<file path="config.mk">
export PLATFORM = sky130hd
export DESIGN_NAME = armacc_mix_alu
export DESIGN_NICKNAME = d
export VERILOG_FILES = /design/src/rtl/core/armacc_pkg.sv /design/src/rtl/core/armacc_mix_alu.sv
export SDC_FILE = /design/constraint.sdc
export NUM_CORES = 2
export LEC_CHECK = 0
export BUFFER_PORTS_ARGS = -buffer_cell sky130_fd_sc_hd__buf_2
export CORE_MARGIN = 5
export CORE_UTILIZATION = 60
export CTS_CLUSTER_DIAMETER = 150
export DETAILED_ROUTE_END_ITERATION = 8
export GPL_ROUTABILITY_DRIVEN = 0
export PLACE_DENSITY = 0.85
export SETUP_SLACK_MARGIN = 0.05
export SYNTH_ARGS = -nofsm -noshare
export SYNTH_HDL_FRONTEND = slang
export SYNTH_SLANG_ARGS = --single-unit
</file>
<file path="constraint.sdc">
create_clock -name clk -period 13.95 [get_ports clk]
set_input_delay 2.0925 -clock clk [delete_from_list [all_inputs] [get_ports clk]]
set_output_delay 2.0925 -clock clk [all_outputs]
set_load 0.01 [all_outputs]
</file>
<file path="src/rtl/core/armacc_pkg.sv">
// ----------------------------------------------------------------------------
// armacc_pkg
// Shared constants, types and helpers for the audio ring mix accumulator.
// ----------------------------------------------------------------------------
package armacc_pkg;

  localparam int DEPTH = 4096;
  localparam int ADDR_W = $clog2(DEPTH);
  localparam int LEN_W = $clog2(DEPTH + 1);
  localparam int OFFSET_W = 12;
  localparam int SAMPLE_W = 32;
  localparam int CFG_LEN_W = 13;
  localparam int CFG_DATA_W = 13;
  localparam int CFG_IDX_W = 2;
  localparam int SUM_W = ((ADDR_W > OFFSET_W) ? ADDR_W : OFFSET_W) + 1;
  localparam int MOD_CMP_W = (SUM_W > LEN_W) ? SUM_W : LEN_W;
  localparam int CNT_W = $clog2(SUM_W + 1);

  localparam logic [1:0] WCODE_8 = 2'd0;
  localparam logic [1:0] WCODE_16 = 2'd1;
  localparam logic [1:0] WCODE_32 = 2'd2;
  localparam logic [1:0] WCODE_NONE = 2'd3;

  localparam logic [CFG_IDX_W-1:0] CFG_IDX_WIDTH = 2'd0;
  localparam logic [CFG_IDX_W-1:0] CFG_IDX_LEN = 2'd1;

  localparam logic [1:0] WIDTH_RST = WCODE_16;
  localparam logic [CFG_LEN_W-1:0] RING_LEN_RST = 13'd4096;

  typedef struct packed {
    logic start;
    logic [SUM_W-1:0] dividend;
    logic [LEN_W-1:0] divisor;
  } mod_req_t;

  typedef struct packed {
    logic done;
    logic [ADDR_W-1:0] rem;
  } mod_rsp_t;

  typedef struct packed {
    logic start;
    logic [1:0] wcode;
    logic [SAMPLE_W-1:0] a;
    logic [SAMPLE_W-1:0] b;
  } alu_req_t;

  typedef struct packed {
    logic done;
    logic [SAMPLE_W-1:0] c;
  } alu_rsp_t;

  function automatic logic signed [SAMPLE_W-1:0] sext_word(logic [SAMPLE_W-1:0] v,
                                                          logic [1:0] wcode);
    logic signed [SAMPLE_W-1:0] r;
    case (wcode)
      WCODE_8: r = $signed({{24{v[7]}}, v[7:0]});
      WCODE_16: r = $signed({{16{v[15]}}, v[15:0]});
      default: r = $signed(v);
    endcase
    return r;
  endfunction

endpackage

</file>
<file path="src/rtl/core/armacc_mix_alu.sv">
// ----------------------------------------------------------------------------
// armacc_mix_alu
// Three-stage mixing unit: sign extend, multiply, then combine A + B minus
// the shifted product and saturate for the selected sample width.
// ----------------------------------------------------------------------------
module armacc_mix_alu
  import armacc_pkg::*;
(
  input  logic     clk,
  input  logic     rst_n,
  input  alu_req_t req,
  output alu_rsp_t rsp
);

  localparam int C_W = 35;
  localparam int PROD_W = 2 * SAMPLE_W;

  localparam logic signed [C_W-1:0] MAX8 = 35'sd127;
  localparam logic signed [C_W-1:0] MIN8 = -35'sd128;
  localparam logic signed [C_W-1:0] MAX16 = 35'sd32767;
  localparam logic signed [C_W-1:0] MIN16 = -35'sd32768;
  localparam logic signed [C_W-1:0] CLIP16_HI = 35'sd32750;
  localparam logic signed [C_W-1:0] CLIP16_LO = -35'sd32750;
  localparam logic signed [C_W-1:0] MAX32 = 35'sd2147483647;
  localparam logic signed [C_W-1:0] MIN32 = -35'sd2147483648;

  logic                        s1_vld_r;
  logic                        s2_vld_r;
  logic                        s3_vld_r;
  logic [1:0]                  w1_r;
  logic [1:0]                  w2_r;
  logic signed [SAMPLE_W-1:0]  a1_r;
  logic signed [SAMPLE_W-1:0]  b1_r;
  logic signed [C_W-1:0]       sum2_r;
  logic signed [PROD_W-1:0]    prod2_r;
  logic [SAMPLE_W-1:0]         c3_r;
  logic signed [PROD_W-1:0]    shifted;
  logic signed [C_W-1:0]       c_raw;
  logic signed [C_W-1:0]       c_sat;

  always_comb begin
    case (w2_r)
      WCODE_8: shifted = prod2_r >>> 8;
      WCODE_16: shifted = prod2_r >>> 16;
      default: shifted = prod2_r >>> 32;
    endcase
    c_raw = sum2_r - $signed(shifted[C_W-1:0]);
    c_sat = c_raw;
    case (w2_r)
      WCODE_8: begin
        if (c_raw > MAX8) begin
          c_sat = MAX8;
        end else if (c_raw < MIN8) begin
          c_sat = MIN8;
        end
      end
      WCODE_16: begin
        if (c_raw > MAX16) begin
          c_sat = CLIP16_HI;
        end else if (c_raw < MIN16) begin
          c_sat = CLIP16_LO;
        end
      end
      default: begin
        if (c_raw > MAX32) begin
          c_sat = MAX32;
        end else if (c_raw < MIN32) begin
          c_sat = MIN32;
        end
      end
    endcase
  end

  always_ff @(posedge clk) begin
    if (!rst_n) begin
      s1_vld_r <= 1'b0;
      s2_vld_r <= 1'b0;
      s3_vld_r <= 1'b0;
    end else begin
      s1_vld_r <= req.start;
      s2_vld_r <= s1_vld_r;
      s3_vld_r <= s2_vld_r;
    end
  end

  always_ff @(posedge clk) begin
    a1_r    <= sext_word(req.a, req.wcode);
    b1_r    <= sext_word(req.b, req.wcode);
    w1_r    <= req.wcode;
    w2_r    <= w1_r;
    sum2_r  <= C_W'(a1_r) + C_W'(b1_r);
    prod2_r <= a1_r * b1_r;
    c3_r    <= c_sat[SAMPLE_W-1:0];
  end

  assign rsp.done = s3_vld_r;
  assign rsp.c    = c3_r;

endmodule

</file>
==> reports/summary.txt <==
most numerous cell on the critical path -> fa_1
Worst Setup Start Kind -> flip-flop
number of antenna violations at the first check in global routing -> 4
global route total overflow -> 0
growth of design area from synthesis to finish -> 4.381%
pin count of the biggest net entering global routing -> 75
detail-routed net length per standard cell -> 21.59 um
highest attainable clock frequency -> 0.1086 GHz
clock latency on the worst-skew pair -> 0.49 ns
Post-Synthesis Net Count -> 6115
number of top-level pins -> 102
number of antenna-violating nets in the routed design -> 0
family with the most delay on the worst path -> adder cells
number of nets at the end of the flow -> 6073
Post-DP HPWL -> 94200 um
Period Utilization, post-route -> 0.6599
total die area -> 79660 sq um
final instance area -> 46420 sq um
WP data arrival -> 9.56 ns
Resize count post-CTS -> 0
max-slew violation total from the final report -> 0
share of async-settable or async-resettable flops after synthesis -> 0
FILL cells -> 5500
Max Cap Viol -> 0
fraction of the yosys area taken by sequential cells -> 0.08644
Slew Limit Headroom -> 0.2057
horizontal die dimension -> 282.2 um
dominant cell type by area after synthesis -> fa_1
TritonCTS clock tree -> done
worst min path class -> flip-flop to flip-flop
synthesized netlist cell count -> 4716
fin crit period -> 9.205 ns
total vias in the final route -> 33.42k
type of the worst setup path -> flip-flop to flip-flop
worst-path fanout max -> 32
Clock Root Buffer -> clkbuf_16
number of standard-cell rows in the floorplan -> 99
Crit-path slowest cell -> dfxtp_1
Starting Density -> 0.6074
number of global-route vias before repair -> 37.47k
vias per inst -> 5.917
global router's overall resource usage -> 0.3169
Core Box Area -> 73210 sq um
Synth area leaders -> fa_1, dfxtp_1, inv_1
most common cell after layout, fill and taps aside -> fa_1
Synth Warn # -> 0
Synth top area share -> 0.4875
# setup viols final -> 0
height of the chip -> 282.2 um
status -> finished, final reports clean
sink count of the clock tree -> 192
Worst Path Buf+Inv -> 4
largest stage delay on the critical path -> 1.12 ns
Post-Synthesis Cell Area -> 44470 sq um
flip-flop and latch count after synthesis -> 192
number of hold buffers added after cts -> 0
H-tree depth -> 4
Post-DP Area -> 45800 sq um
primary flip-flop cell chosen by synthesis mapping -> dfxtp_1
Setup Skew -> 0.02514 ns
first-pass GRT wire length -> 196000 um
Setup Fix Bufs, Post-CTS -> 0
port bufs -> 101
crit-path cells -> and2_1, ha_1, fa_1, fa_1, inv_1, fa_1, inv_1, fa_1, inv_1, fa_1, fa_1, fa_1, inv_1, ha_1, a21oi_1, a21oi_1, o31ai_1, a41oi_1, nor2_1, o41ai_4, a211oi_1, o21bai_1, xor2_1
RSZ-0062 raised after global routing -> false
Clock transition at path regs -> 0.09 ns
number of endpoints with negative hold slack in the final report -> 0
layout cell share with drive strength beyond 1 -> 0.05185
buffer depth of the longest clock path -> 2
slew at the pin with the worst max-slew slack -> 1.190 ns
DR iter-0 viols -> 2979
required time worst endpoint -> 14.31 ns
type of element capturing the critical path -> flip-flop
first-pass iteration count of the detailed router -> 7
Detailed Route WL -> 122000 um
remaining design rule violation count -> 0
total clock buffers created by CTS -> 17
commonest cells after routing, fill and taps aside -> fa_1, inv_1, nand2_1, and2_1, ha_1
Avg Inst Size Synth -> 9.429 sq um
Unique masters post-synth -> 88
count of flip-flops with a built-in enable after synthesis -> 0
final setup TNS -> 0 ns
-- synthesized netlist by cell type (12+ instances only) --
| cell type | count |
|---|---|
| nand3_1 | 26 |
| nor2_1 | 135 |
| nand2_1 | 536 |
| xor2_1 | 47 |
| fa_1 | 1083 |
| dfxtp_1 | 192 |
| o21ai_0 | 95 |
| nor3_1 | 21 |
| a31oi_1 | 14 |
| a211oi_1 | 12 |
| a21oi_1 | 131 |
| a21o_1 | 98 |
| nor2b_1 | 19 |
| mux2i_1 | 34 |
| ha_1 | 247 |
| and2_1 | 522 |
| nand2b_1 | 15 |
| xnor2_1 | 71 |
| o21a_1 | 18 |
| nand4_1 | 16 |
| inv_1 | 1006 |
| clkbuf_1 | 208 |
| and3_1 | 15 |
-- stage by stage --
stage | hold slack [ns] | setup WS, ns | instances | util
2_1_floorplan | 0.3096 | 5.948 | 4716 | -
3_3_place_gp | 0.3117 | 5.210 | 5614 | 0.6256
3_5_place_dp | 0.3145 | 4.861 | 5614 | 0.6256
4_1_cts | 0.3317 | 4.842 | 5646 | 0.6340
5_1_grt | 0.3344 | 4.357 | 5646 | 0.6340
6_report | 0.3314 | 4.745 | 5649 | 0.6341
-- state kept, by name, summed over array words and instances (netlist names) --
register and flops:
s3_vld_r 1, sum2_r 33, prod2_r 56, s1_vld_r 1, b1_r 32, a1_r 32
w2_r 2, c3_r 32, w1_r 2, s2_vld_r 1
-- worst paths after layout --
kind | slack [ns] | end | cells after the start | start
setup / recovery | 4.74 | prod2_r[62]$_DFF_P_ | 23 | b1_r[0]$_DFF_P_
hold / removal | 0.33 | w2_r[1]$_DFF_P_ | 0 | w1_r[1]$_DFF_P_
setup reg to reg | 4.74 | prod2_r[62]$_DFF_P_ | 23 | b1_r[0]$_DFF_P_
hold reg to reg | 0.33 | w2_r[1]$_DFF_P_ | 0 | w1_r[1]$_DFF_P_
-- worst register-to-register path: stages (launching register included) --
cell	delay, ns
dfxtp_1	1.12
and2_1	0.31
ha_1	0.31
fa_1	0.55
fa_1	0.98
inv_1	0.18
fa_1	0.83
inv_1	0.40
fa_1	0.59
inv_1	0.05
fa_1	0.54
fa_1	0.43
fa_1	0.52
inv_1	0.05
ha_1	0.34
a21oi_1	0.27
a21oi_1	0.11
o31ai_1	0.46
a41oi_1	0.09
nor2_1	0.21
o41ai_4	0.15
a211oi_1	0.34
o21bai_1	0.12
xor2_1	0.15
-- layer usage --
| layer | vias up | wire [um] | global-route usage |
|---|---|---|---|
| met5 | - | 27 | 0 |
| met4 | 4 | 8914 | 0.1833 |
| met3 | 629 | 13030 | 0.07965 |
| met2 | 1999 | 57760 | 0.5215 |
| met1 | 16849 | 42230 | 0.3829 |
| li1 | 13942 | - | - |
-- final cells by class --
class                   instances  area, sq um  area share
diodes                          3        7.507   0.0001617
inverters                    1007         3780     0.08143
clock buffers                  18        429.2    0.009246
well taps                     959         1200     0.02585
flip-flops and latches        192         3854     0.08302
repair buffers                164        978.4     0.02108
clock inverters                14        182.7    0.003936
multi-input cells            3292        35990      0.7753
-- cell families (layout without fill, tap and decap cells) --
kind of cell | Yosys count | in the layout | share of synthesized area
compound gates | 463 | 463 | 0.06815
xor+xnor | 119 | 119 | 0.02361
fa+ha+maj | 1330 | 1330 | 0.5570
buf+inv | 1232 | 1203 | 0.1044
flops | 192 | 192 | 0.08644
mux | 39 | 39 | 0.008919
other cells | 0 | 3 | 0
simple gates | 1341 | 1341 | 0.1515
Power is left out: the tool's default activity adds up to more than one toggle a clock period on the data nets, which glitch-free logic cannot reach.
