$ cat config.mk
export PLATFORM = sky130hd
export DESIGN_NAME = armacc_mod_unit
export DESIGN_NICKNAME = d
export VERILOG_FILES = /design/src/rtl/core/armacc_pkg.sv /design/src/rtl/core/armacc_mod_unit.sv
export SDC_FILE = /design/constraint.sdc
export NUM_CORES = 1
export LEC_CHECK = 0
export ABC_AREA = 0
export BUFFER_PORTS_ARGS = -buffer_cell sky130_fd_sc_hd__clkbuf_2
export CAP_MARGIN = 20
export CORE_MARGIN = 5
export CORE_UTILIZATION = 56
export DETAILED_ROUTE_END_ITERATION = 8
export HOLD_SLACK_MARGIN = 0.06
export MAX_ROUTING_LAYER = met4
export PLACE_DENSITY = 0.78
export RECOVER_POWER = 25
export SYNTH_ARGS = -nofsm -noshare
export SYNTH_HDL_FRONTEND = slang
export SYNTH_SLANG_ARGS = --single-unit
$ cat constraint.sdc
create_clock -name clk -period 3.3 [get_ports clk]
set_input_delay 0.165 -clock clk [delete_from_list [all_inputs] [get_ports clk]]
set_output_delay 0.165 -clock clk [all_outputs]
set_load 0.01 [all_outputs]
$ cat src/rtl/core/armacc_pkg.sv
// ----------------------------------------------------------------------------
// armacc_pkg
// Shared constants, types and helpers for the audio ring mix accumulator.
// ----------------------------------------------------------------------------
package armacc_pkg;

  localparam int DEPTH = 4096;
  localparam int ADDR_W = $clog2(DEPTH);
  localparam int LEN_W = $clog2(DEPTH + 1);
  localparam int OFFSET_W = 12;
  localparam int SAMPLE_W = 32;
  localparam int CFG_LEN_W = 13;
  localparam int CFG_DATA_W = 13;
  localparam int CFG_IDX_W = 2;
  localparam int SUM_W = ((ADDR_W > OFFSET_W) ? ADDR_W : OFFSET_W) + 1;
  localparam int MOD_CMP_W = (SUM_W > LEN_W) ? SUM_W : LEN_W;
  localparam int CNT_W = $clog2(SUM_W + 1);

  localparam logic [1:0] WCODE_8 = 2'd0;
  localparam logic [1:0] WCODE_16 = 2'd1;
  localparam logic [1:0] WCODE_32 = 2'd2;
  localparam logic [1:0] WCODE_NONE = 2'd3;

  localparam logic [CFG_IDX_W-1:0] CFG_IDX_WIDTH = 2'd0;
  localparam logic [CFG_IDX_W-1:0] CFG_IDX_LEN = 2'd1;

  localparam logic [1:0] WIDTH_RST = WCODE_16;
  localparam logic [CFG_LEN_W-1:0] RING_LEN_RST = 13'd4096;

  typedef struct packed {
    logic start;
    logic [SUM_W-1:0] dividend;
    logic [LEN_W-1:0] divisor;
  } mod_req_t;

  typedef struct packed {
    logic done;
    logic [ADDR_W-1:0] rem;
  } mod_rsp_t;

  typedef struct packed {
    logic start;
    logic [1:0] wcode;
    logic [SAMPLE_W-1:0] a;
    logic [SAMPLE_W-1:0] b;
  } alu_req_t;

  typedef struct packed {
    logic done;
    logic [SAMPLE_W-1:0] c;
  } alu_rsp_t;

  function automatic logic signed [SAMPLE_W-1:0] sext_word(logic [SAMPLE_W-1:0] v,
                                                          logic [1:0] wcode);
    logic signed [SAMPLE_W-1:0] r;
    case (wcode)
      WCODE_8: r = $signed({{24{v[7]}}, v[7:0]});
      WCODE_16: r = $signed({{16{v[15]}}, v[15:0]});
      default: r = $signed(v);
    endcase
    return r;
  endfunction

endpackage

$ cat src/rtl/core/armacc_mod_unit.sv
// ----------------------------------------------------------------------------
// armacc_mod_unit
// Iterative remainder unit: one restoring subtract step per cycle, with a
// direct answer and no steps when the dividend is already below the divisor.
// ----------------------------------------------------------------------------
module armacc_mod_unit
  import armacc_pkg::*;
(
  input  logic     clk,
  input  logic     rst_n,
  input  mod_req_t req,
  output mod_rsp_t rsp
);

  logic                 busy_r;
  logic                 done_r;
  logic [SUM_W-1:0]     q_r;
  logic [LEN_W-1:0]     div_r;
  logic [LEN_W-1:0]     rem_r;
  logic [CNT_W-1:0]     cnt_r;
  logic [ADDR_W-1:0]    res_r;
  logic [LEN_W:0]       trial;
  logic [LEN_W-1:0]     rem_nxt;

  always_comb begin
    trial = {rem_r, q_r[SUM_W-1]};
    if (trial >= {1'b0, div_r}) begin
      rem_nxt = LEN_W'(trial - {1'b0, div_r});
    end else begin
      rem_nxt = LEN_W'(trial);
    end
  end

  always_ff @(posedge clk) begin
    if (!rst_n) begin
      busy_r <= 1'b0;
      done_r <= 1'b0;
    end else begin
      done_r <= 1'b0;
      if (!busy_r && req.start) begin
        if (MOD_CMP_W'(req.dividend) < MOD_CMP_W'(req.divisor)) begin
          res_r  <= ADDR_W'(req.dividend);
          done_r <= 1'b1;
        end else begin
          busy_r <= 1'b1;
          q_r    <= req.dividend;
          div_r  <= req.divisor;
          rem_r  <= '0;
          cnt_r  <= CNT_W'(SUM_W);
        end
      end else if (busy_r) begin
        q_r   <= {q_r[SUM_W-2:0], 1'b0};
        rem_r <= rem_nxt;
        cnt_r <= cnt_r - 1'b1;
        if (cnt_r == CNT_W'(1)) begin
          busy_r <= 1'b0;
          done_r <= 1'b1;
          res_r  <= ADDR_W'(rem_nxt);
        end
      end
    end
  end

  assign rsp.done = done_r;
  assign rsp.rem  = res_r;

endmodule

==> summary.md, run 1 <==
| Metric | Value |
|---|---|
| Fin area | 0.003789 mm^2 |
| Crit path from | req[1] |
| Ant. Diodes | 0 |
| Fin. max-slew vios | 0 |
| Met3 Wirelength | 276 um |
| IO buf count | 41 |
| Maximum clock path buffer count | 2 |
| Post-synth EDFFs | 55 |
| Core footprint | 0.005540 mm^2 |
| # rows | 27 |
| Maximum capacitance violations | 0 |
| Full die area | 0.007388 mm^2 |
| CP Data Arrival Time | 2.77 ns |
| Vias per cell | 5.395 |
| Top FF cell, synth | edfxtp_1 |
| Cts bufs inserted | 9 |
| CTS HTree Levels | 3 |
| Worst slew pin tran | 1.063 ns |
| Clock skew | 0.008915 ns |
| Initial cell density of the core | 58.31% |
| Synth Cell Area | 0.003231 mm^2 |
| R2R Setup Slk | 0.70 ns |
| Commonest cells after routing, fill and taps aside | edfxtp_1, nand2_1, inv_1 |
| Power consumption | 1.869 mW |
| Most common cell after layout, fill and taps aside | edfxtp_1 |
| Io pins | 42 |
| Die Span Y | 85.96 um |
| Hpwl dp | 5225 um |
| Initial antenna violation count | 0 |
| Leak | 1.625 nW |
| Distinct cells, synth | 44 |
| First-pass GRT wire length | 11,590 um |
| Met2 Routed Length | 3437 um |
| Final Hold Fails | 0 |
| Area after DPL | 0.003515 mm^2 |
| Met1 wire length | 3226 um |
| Root Driver | clkbuf_8 |
| Register area share after synthesis | 52.36% |
| Synth async-reset ratio | 0% |
| Vias in the first global route | 2,412 |
| Postcts setup bufs | 0 |
| Yosys warns | 0 |
| Drt drc | 0 |
| Startpoint Class | input port |
| Syn Inst Count | 297 |
| Setup TNS | 0 ns |
| GRT Residual Overflow | 0 |
| Placed Instances | 404 |
| Post-DRT Antenna Nets | 0 |
| Total GRT Usage | 20.88% |
| Critical Path Sink | res_r[1] |
| Pin count of the biggest net entering global routing | 40 |
| Post-synthesis register bit count | 57 |
| RePlAce Congestion | 0.8530 |
| Clk slew on worst S/H paths | 0.06 ns |
| Slowest cell on crit path | a32o_1 |
| Status | finished, final reports clean |
| NumNets Final | 413 |
| Top cell type's share of synthesized area | 51.12% |
| Slowest stage delay, CP | 0.61 ns |
| Highest Signal Layer | met4 |
| Layout Cells excl Fill | 433 |
| CP max FO | 12 |
| HP Class | in -> reg |
| Crit. End Element | flop |
| Pwr Density | 493.4 mW/mm^2 |
| Peak VDD IR | 370.4 uV |
| P&R area growth vs syn | 17.27% |
| DR WL/cell | 16.21 um |
| R2r endpoint | res_r[3] |
| Cells on worst reg2reg path | 10 |
| Clk Latency, worst-skew pair | 0.33 ns |
| Die Wd | 85.96 um |
| Syn_nets | 354 |
| Clock Sinks | 57 |
| Fin util | 68.38% |
| Worst r2r src | q_r[12] |
| Synth Area per Inst | 10.88 um^2 |
| Via count | 2,336 |
| RSZ-0062 raised after global routing | false |
| Relative slew slack | 28.77% |
| Critical path class | in -> reg |
| Fmax | 0.3564 GHz |
| DRT iter0 DRCs | 175 |
| Layout cell share with drive strength beyond 1 | 11.91% |
| # setup viols final | 0 |
| CTS tree | built |
| Critical Path RT | 3.26 ns |
| DRT Pass-1 Iters | 4 |
| Crit path time final | 2.806 ns |
| Fin crit share | 85.02% |
| Synth area leader | edfxtp_1 |
| Worst-path cell chain | dlygate4sd3_1 > clkbuf_1 > inv_1 > ha_1 > a21o_1 > a211o_1 > o2111ai_1 > nand4_1 > a31oi_2 > a32o_1 |
| Largest cells by area after synthesis | edfxtp_1, ha_1, nand2_1, inv_1, a21oi_1 |
| Post-Route WL | 7017 um |
==> critical path, delay by kind of cell <==
| family | cells | cell delay, ns |
|---|---|---|
| AO/OA/AOI/OAI | 5 | 1.50 |
| buffers and inverters | 3 | 0.68 |
| adder cells (fa/ha/maj) | 1 | 0.28 |
| AND/OR/NAND/NOR | 1 | 0.14 |
==> what timing repair did <==
action                    4_1_cts  5_1_grt
gates resized for setup         0        0
hold endpoints to repair       13        0
hold buffers                   13        0
==> worst min-delay path by stage <==
| stage | depth (start not counted) | slack (ns) | from | end |
|---|---|---|---|---|
| final | 3 | 0.15 | req[23] | q_r[10] |
| after global routing | 3 | 0.15 | req[23] | q_r[10] |
| after CTS | 2 | 0.13 | rst_n | done_r |
| after detailed placement | 1 | 0.36 | req[1] | div_r[1] |
| after global placement | 1 | 0.36 | req[1] | div_r[1] |
| after floorplan | 0 | 0.26 | req[0] | div_r[0] |
==> per-stage QoR <==
step | setup slack (ns) | hold slack [ns]
final | 0.4944 | 0.1455
after global routing | 0.3391 | 0.1477
after global placement | 0.7511 | 0.3588
after CTS | 0.4847 | 0.1303
after detailed placement | 0.7067 | 0.3606
after floorplan | 0.3425 | 0.2639
==> cells by family after synthesis <==
group,after synthesis,synth area share (%)
mux,9,3.098
compound gates,57,12.51
fa+ha+maj,28,11.08
buf+inv,41,5.113
simple gates,92,12.32
flops,57,52.36
xor+xnor,13,3.524
==> layout make-up <==
| type | count | area, um^2 |
|---|---|---|
| clock buffer | 11 | 131.4 |
| clock inverter | 5 | 46.29 |
| fill | 430 | 1752 |
| inverter | 32 | 120.1 |
| multi-input combinational | 199 | 1383 |
| sequential | 57 | 1692 |
| tap | 72 | 90.09 |
| timing repair buffer | 57 | 326.6 |
==> where the power goes <==
| group | internal (mW) | total [mW] | leakage, nW | switching (mW) |
|---|---|---|---|---|
| logic | 0.151 | 0.378 | 1.01 | 0.227 |
| registers | 0.867 | 0.887 | 0.528 | 0.0205 |
| clock network | 0.340 | 0.604 | 0.0898 | 0.264 |
==> registers in the layout, indices dropped and copies added, names as in the netlist <==
| name | flops |
|---|---|
| res_r | 12 |
| busy_r | 1 |
| cnt_r | 4 |
| q_r | 13 |
| rem_r | 13 |
| div_r | 13 |
| done_r | 1 |
==> metal layers <==
metal  vias to the layer above  track usage, %
li1                       1173               -
met1                      1110           27.03
met2                        47           33.22
met3                         6           3.170
met4                         0           7.770
met5                         -               -
==> Yosys cell counts, drive strengths merged (3+ instances only) <==
cell,n
a21o,6
a21oi,21
clkbuf,7
edfxtp,55
ha,27
inv,32
mux2i,7
nand2,50
nand3,3
nand4,4
nor2,23
nor2b,3
nor3,3
o211ai,3
o21ai,10
xnor2,8
xor2,5
No activity file was read; power rests on OpenSTA's default activity.
==> run 2, diff against run 1 <==
==> constraint.sdc (replaced) <==
create_clock -name clk -period 2.6 [get_ports clk]
set_input_delay 0.13 -clock clk [delete_from_list [all_inputs] [get_ports clk]]
set_output_delay 0.13 -clock clk [all_outputs]
set_load 0.01 [all_outputs]
==> run 2 against run 1 <==
Global-route usage grew 0.67 points. Final cell count grew 1.8%. Critical path type unchanged. Highest routed layer unchanged. Critical path depth grew 2. Flip-flop and latch count is the same. Power grew 26%. Register-to-register slack lost 0.61 ns.
==> summary.md, run 2 (same netlist as run 1, synthesis figures left out) <==
| Metric | Value |
|---|---|
| Clk slew on worst S/H paths | 0.06 ns (about the same) |
| Crit. End Element | flop |
| Die Wd | 85.96 um (unchanged) |
| Final Hold Fails | 0 (unchanged) |
| Fin util | 70.44% (+2.1 points) |
| RePlAce Congestion | 0.8101 (-5.0%) |
| Hold_ws | 0.07785 ns (-0.06766 ns) |
| CTS tree | built |
| Status | finished, final reports clean |
| Total GRT Usage | 21.54% (+0.67 points) |
| Root Driver | clkbuf_8 |
| CP Data Arrival Time | 2.59 ns (-0.18 ns) |
| Full die area | 0.007388 mm^2 (unchanged) |
| GRT Residual Overflow | 0 (unchanged) |
| Clock Sinks | 57 (unchanged) |
| Initial cell density of the core | 58.31% (unchanged) |
| Fin. max-slew vios | 0 (unchanged) |
| Largest regs | div_r: 13 flops, q_r: 13 flops, rem_r: 13 flops |
| HP Class | in -> reg |
| RSZ-0062 raised after global routing | true |
| Core footprint | 0.005540 mm^2 (unchanged) |
| R2R Setup Slk | 0.09 ns (-0.61 ns) |
| Pin count of the biggest net entering global routing | 40 (unchanged) |
| DRT iter0 DRCs | 272 (+55%) |
| Final setup margin | 0.05503 ns (-0.4393 ns) |
| Maximum capacitance violations | 0 (unchanged) |
| R2r endpoint | res_r[7] |
| Startpoint Class | input port |
| Clock skew | 0.01178 ns (+0.002866 ns) |
| Clk Latency, worst-skew pair | 0.34 ns (about the same) |
| Worst slew pin tran | 0.9600 ns (-0.1026 ns) |
| Cts bufs inserted | 9 (unchanged) |
| Pwr Density | 602.8 mW/mm^2 (+22%) |
| # fillers | 401 (-6.7%) |
| Fin crit share | 97.88% |
| First-pass GRT wire length | 11,780 um (+1.7%) |
| Via count | 2,492 (+6.7%) |
| Hpwl dp | 5126 um (-1.9%) |
| # rows | 27 (unchanged) |
| DRT Pass-1 Iters | 5 (+1) |
| Leak | 1.662 nW (+2.3%) |
| Relative slew slack | 35.65% (+6.9 points) |
| Die Span Y | 85.96 um (unchanged) |
| DR WL/cell | 17.16 um (+5.9%) |
| Most common cell after layout, fill and taps aside | edfxtp_1 |
| Peak VDD IR | 435.3 uV (+18%) |
| CTS HTree Levels | 3 (unchanged) |
| Drt drc | 0 (unchanged) |
| Critical Path RT | 2.64 ns (-0.62 ns) |
| Layout Cells excl Fill | 441 (+1.8%) |
| Vias per cell | 5.651 (+4.7%) |
| # setup viols final | 0 (unchanged) |
| Critical path class | in -> reg |
| Post-Place Setup Slack | 0.02283 ns (-0.6839 ns) |
| Ant. Diodes | 0 (unchanged) |
| Crit path time final | 2.545 ns |
| IO buf count | 41 (unchanged) |
| Commonest cells after routing, fill and taps aside | edfxtp_1, nand2_1, inv_1 |
| Maximum clock path buffer count | 2 (unchanged) |
| Placed Instances | 408 (+0.99%) |
| Vias in the first global route | 2,468 (+2.3%) |
| Post-Route WL | 7566 um (+7.8%) |
| Worst r2r src | rem_r[10] |
| Io pins | 42 (unchanged) |
| Fmax | 0.3929 GHz |
| Worst Hold Depth | 2 (-1) |
| Post-DRT Antenna Nets | 0 (unchanged) |
| Layout cell share with drive strength beyond 1 | 17.89% (+6.0 points) |
| P&R area growth vs syn | 20.80% |
| NumNets Final | 421 (+1.9%) |
| Cells on worst reg2reg path | 8 (-2) |
| Initial antenna violation count | 0 (unchanged) |
| HP Start | rst_n |
| CP max FO | 12 (unchanged) |
| Hold Path Sink | done_r |
## run 2: worst max-delay path by stage
stage              from         to  slack [ns]
2_1_floorplan    req[8]   div_r[0]        0.24
3_3_place_gp   div_r[0]   res_r[3]        0.05
3_5_place_dp   div_r[0]   res_r[5]        0.02
4_1_cts        div_r[0]   res_r[5]        0.01
5_1_grt          req[8]  div_r[11]       -0.06
6_report         req[1]   res_r[1]        0.06
## run 2: layer usage
metal,wire (um),GRT usage (%),up-vias
met2,3765,34.55,113
met1,3114,27.14,1172
met4,172,9.065,0
li1,-,-,1187
met3,514,3.362,20
met5,0,-,-
## run 2: metrics by stage
| stage | power [mW] | instance area, um^2 | setup TNS, ns |
|---|---|---|---|
| 2_1_floorplan | 1.475 | 3234 | 0 |
| 3_3_place_gp | 1.604 | 3557 | 0 |
| 3_5_place_dp | 1.623 | 3557 | 0 |
| 4_1_cts | 2.309 | 3841 | 0 |
| 5_1_grt | 2.465 | 3902 | -2.091 |
| 6_report | 2.352 | 3902 | 0 |
## run 2: worst max-delay path, cell delays in order
cell and delay, ns:
dlygate4sd3_1 0.53, clkbuf_1 0.15, inv_1 0.06, ha_1 0.28, a21o_1 0.15, a211o_1 0.29
o2111ai_1 0.08, nand4_1 0.14, a31oi_2 0.24, buf_4 0.17, a32o_2 0.20, buf_12 0.16
## run 2: layout make-up
| type | count | area [um^2] | share of cell area (%) |
|---|---|---|---|
| Clock buffer | 11 | 131.4 | 3.366 |
| Sequential cell | 57 | 1692 | 43.35 |
| Clock inverter | 5 | 22.52 | 0.5771 |
| Timing Repair Buffer | 64 | 394.1 | 10.10 |
| Multi-Input combinational cell | 200 | 1453 | 37.22 |
| Inverter | 32 | 120.1 | 3.078 |
| Tap cell | 72 | 90.09 | 2.308 |
## run 2: report_power, final
part / internal [mW] / switching [mW]
Clock: 0.334 / 0.350
Sequential: 1.10 / 0.0258
Combinational: 0.227 / 0.316
## run 2: timing repair
item                                   CTS  global route
endpoints found under the hold margin   13             0
setup endpoints to repair                0            43
hold buffers                            13             0
gates resized for setup                  0            13
setup buffers                            0             3
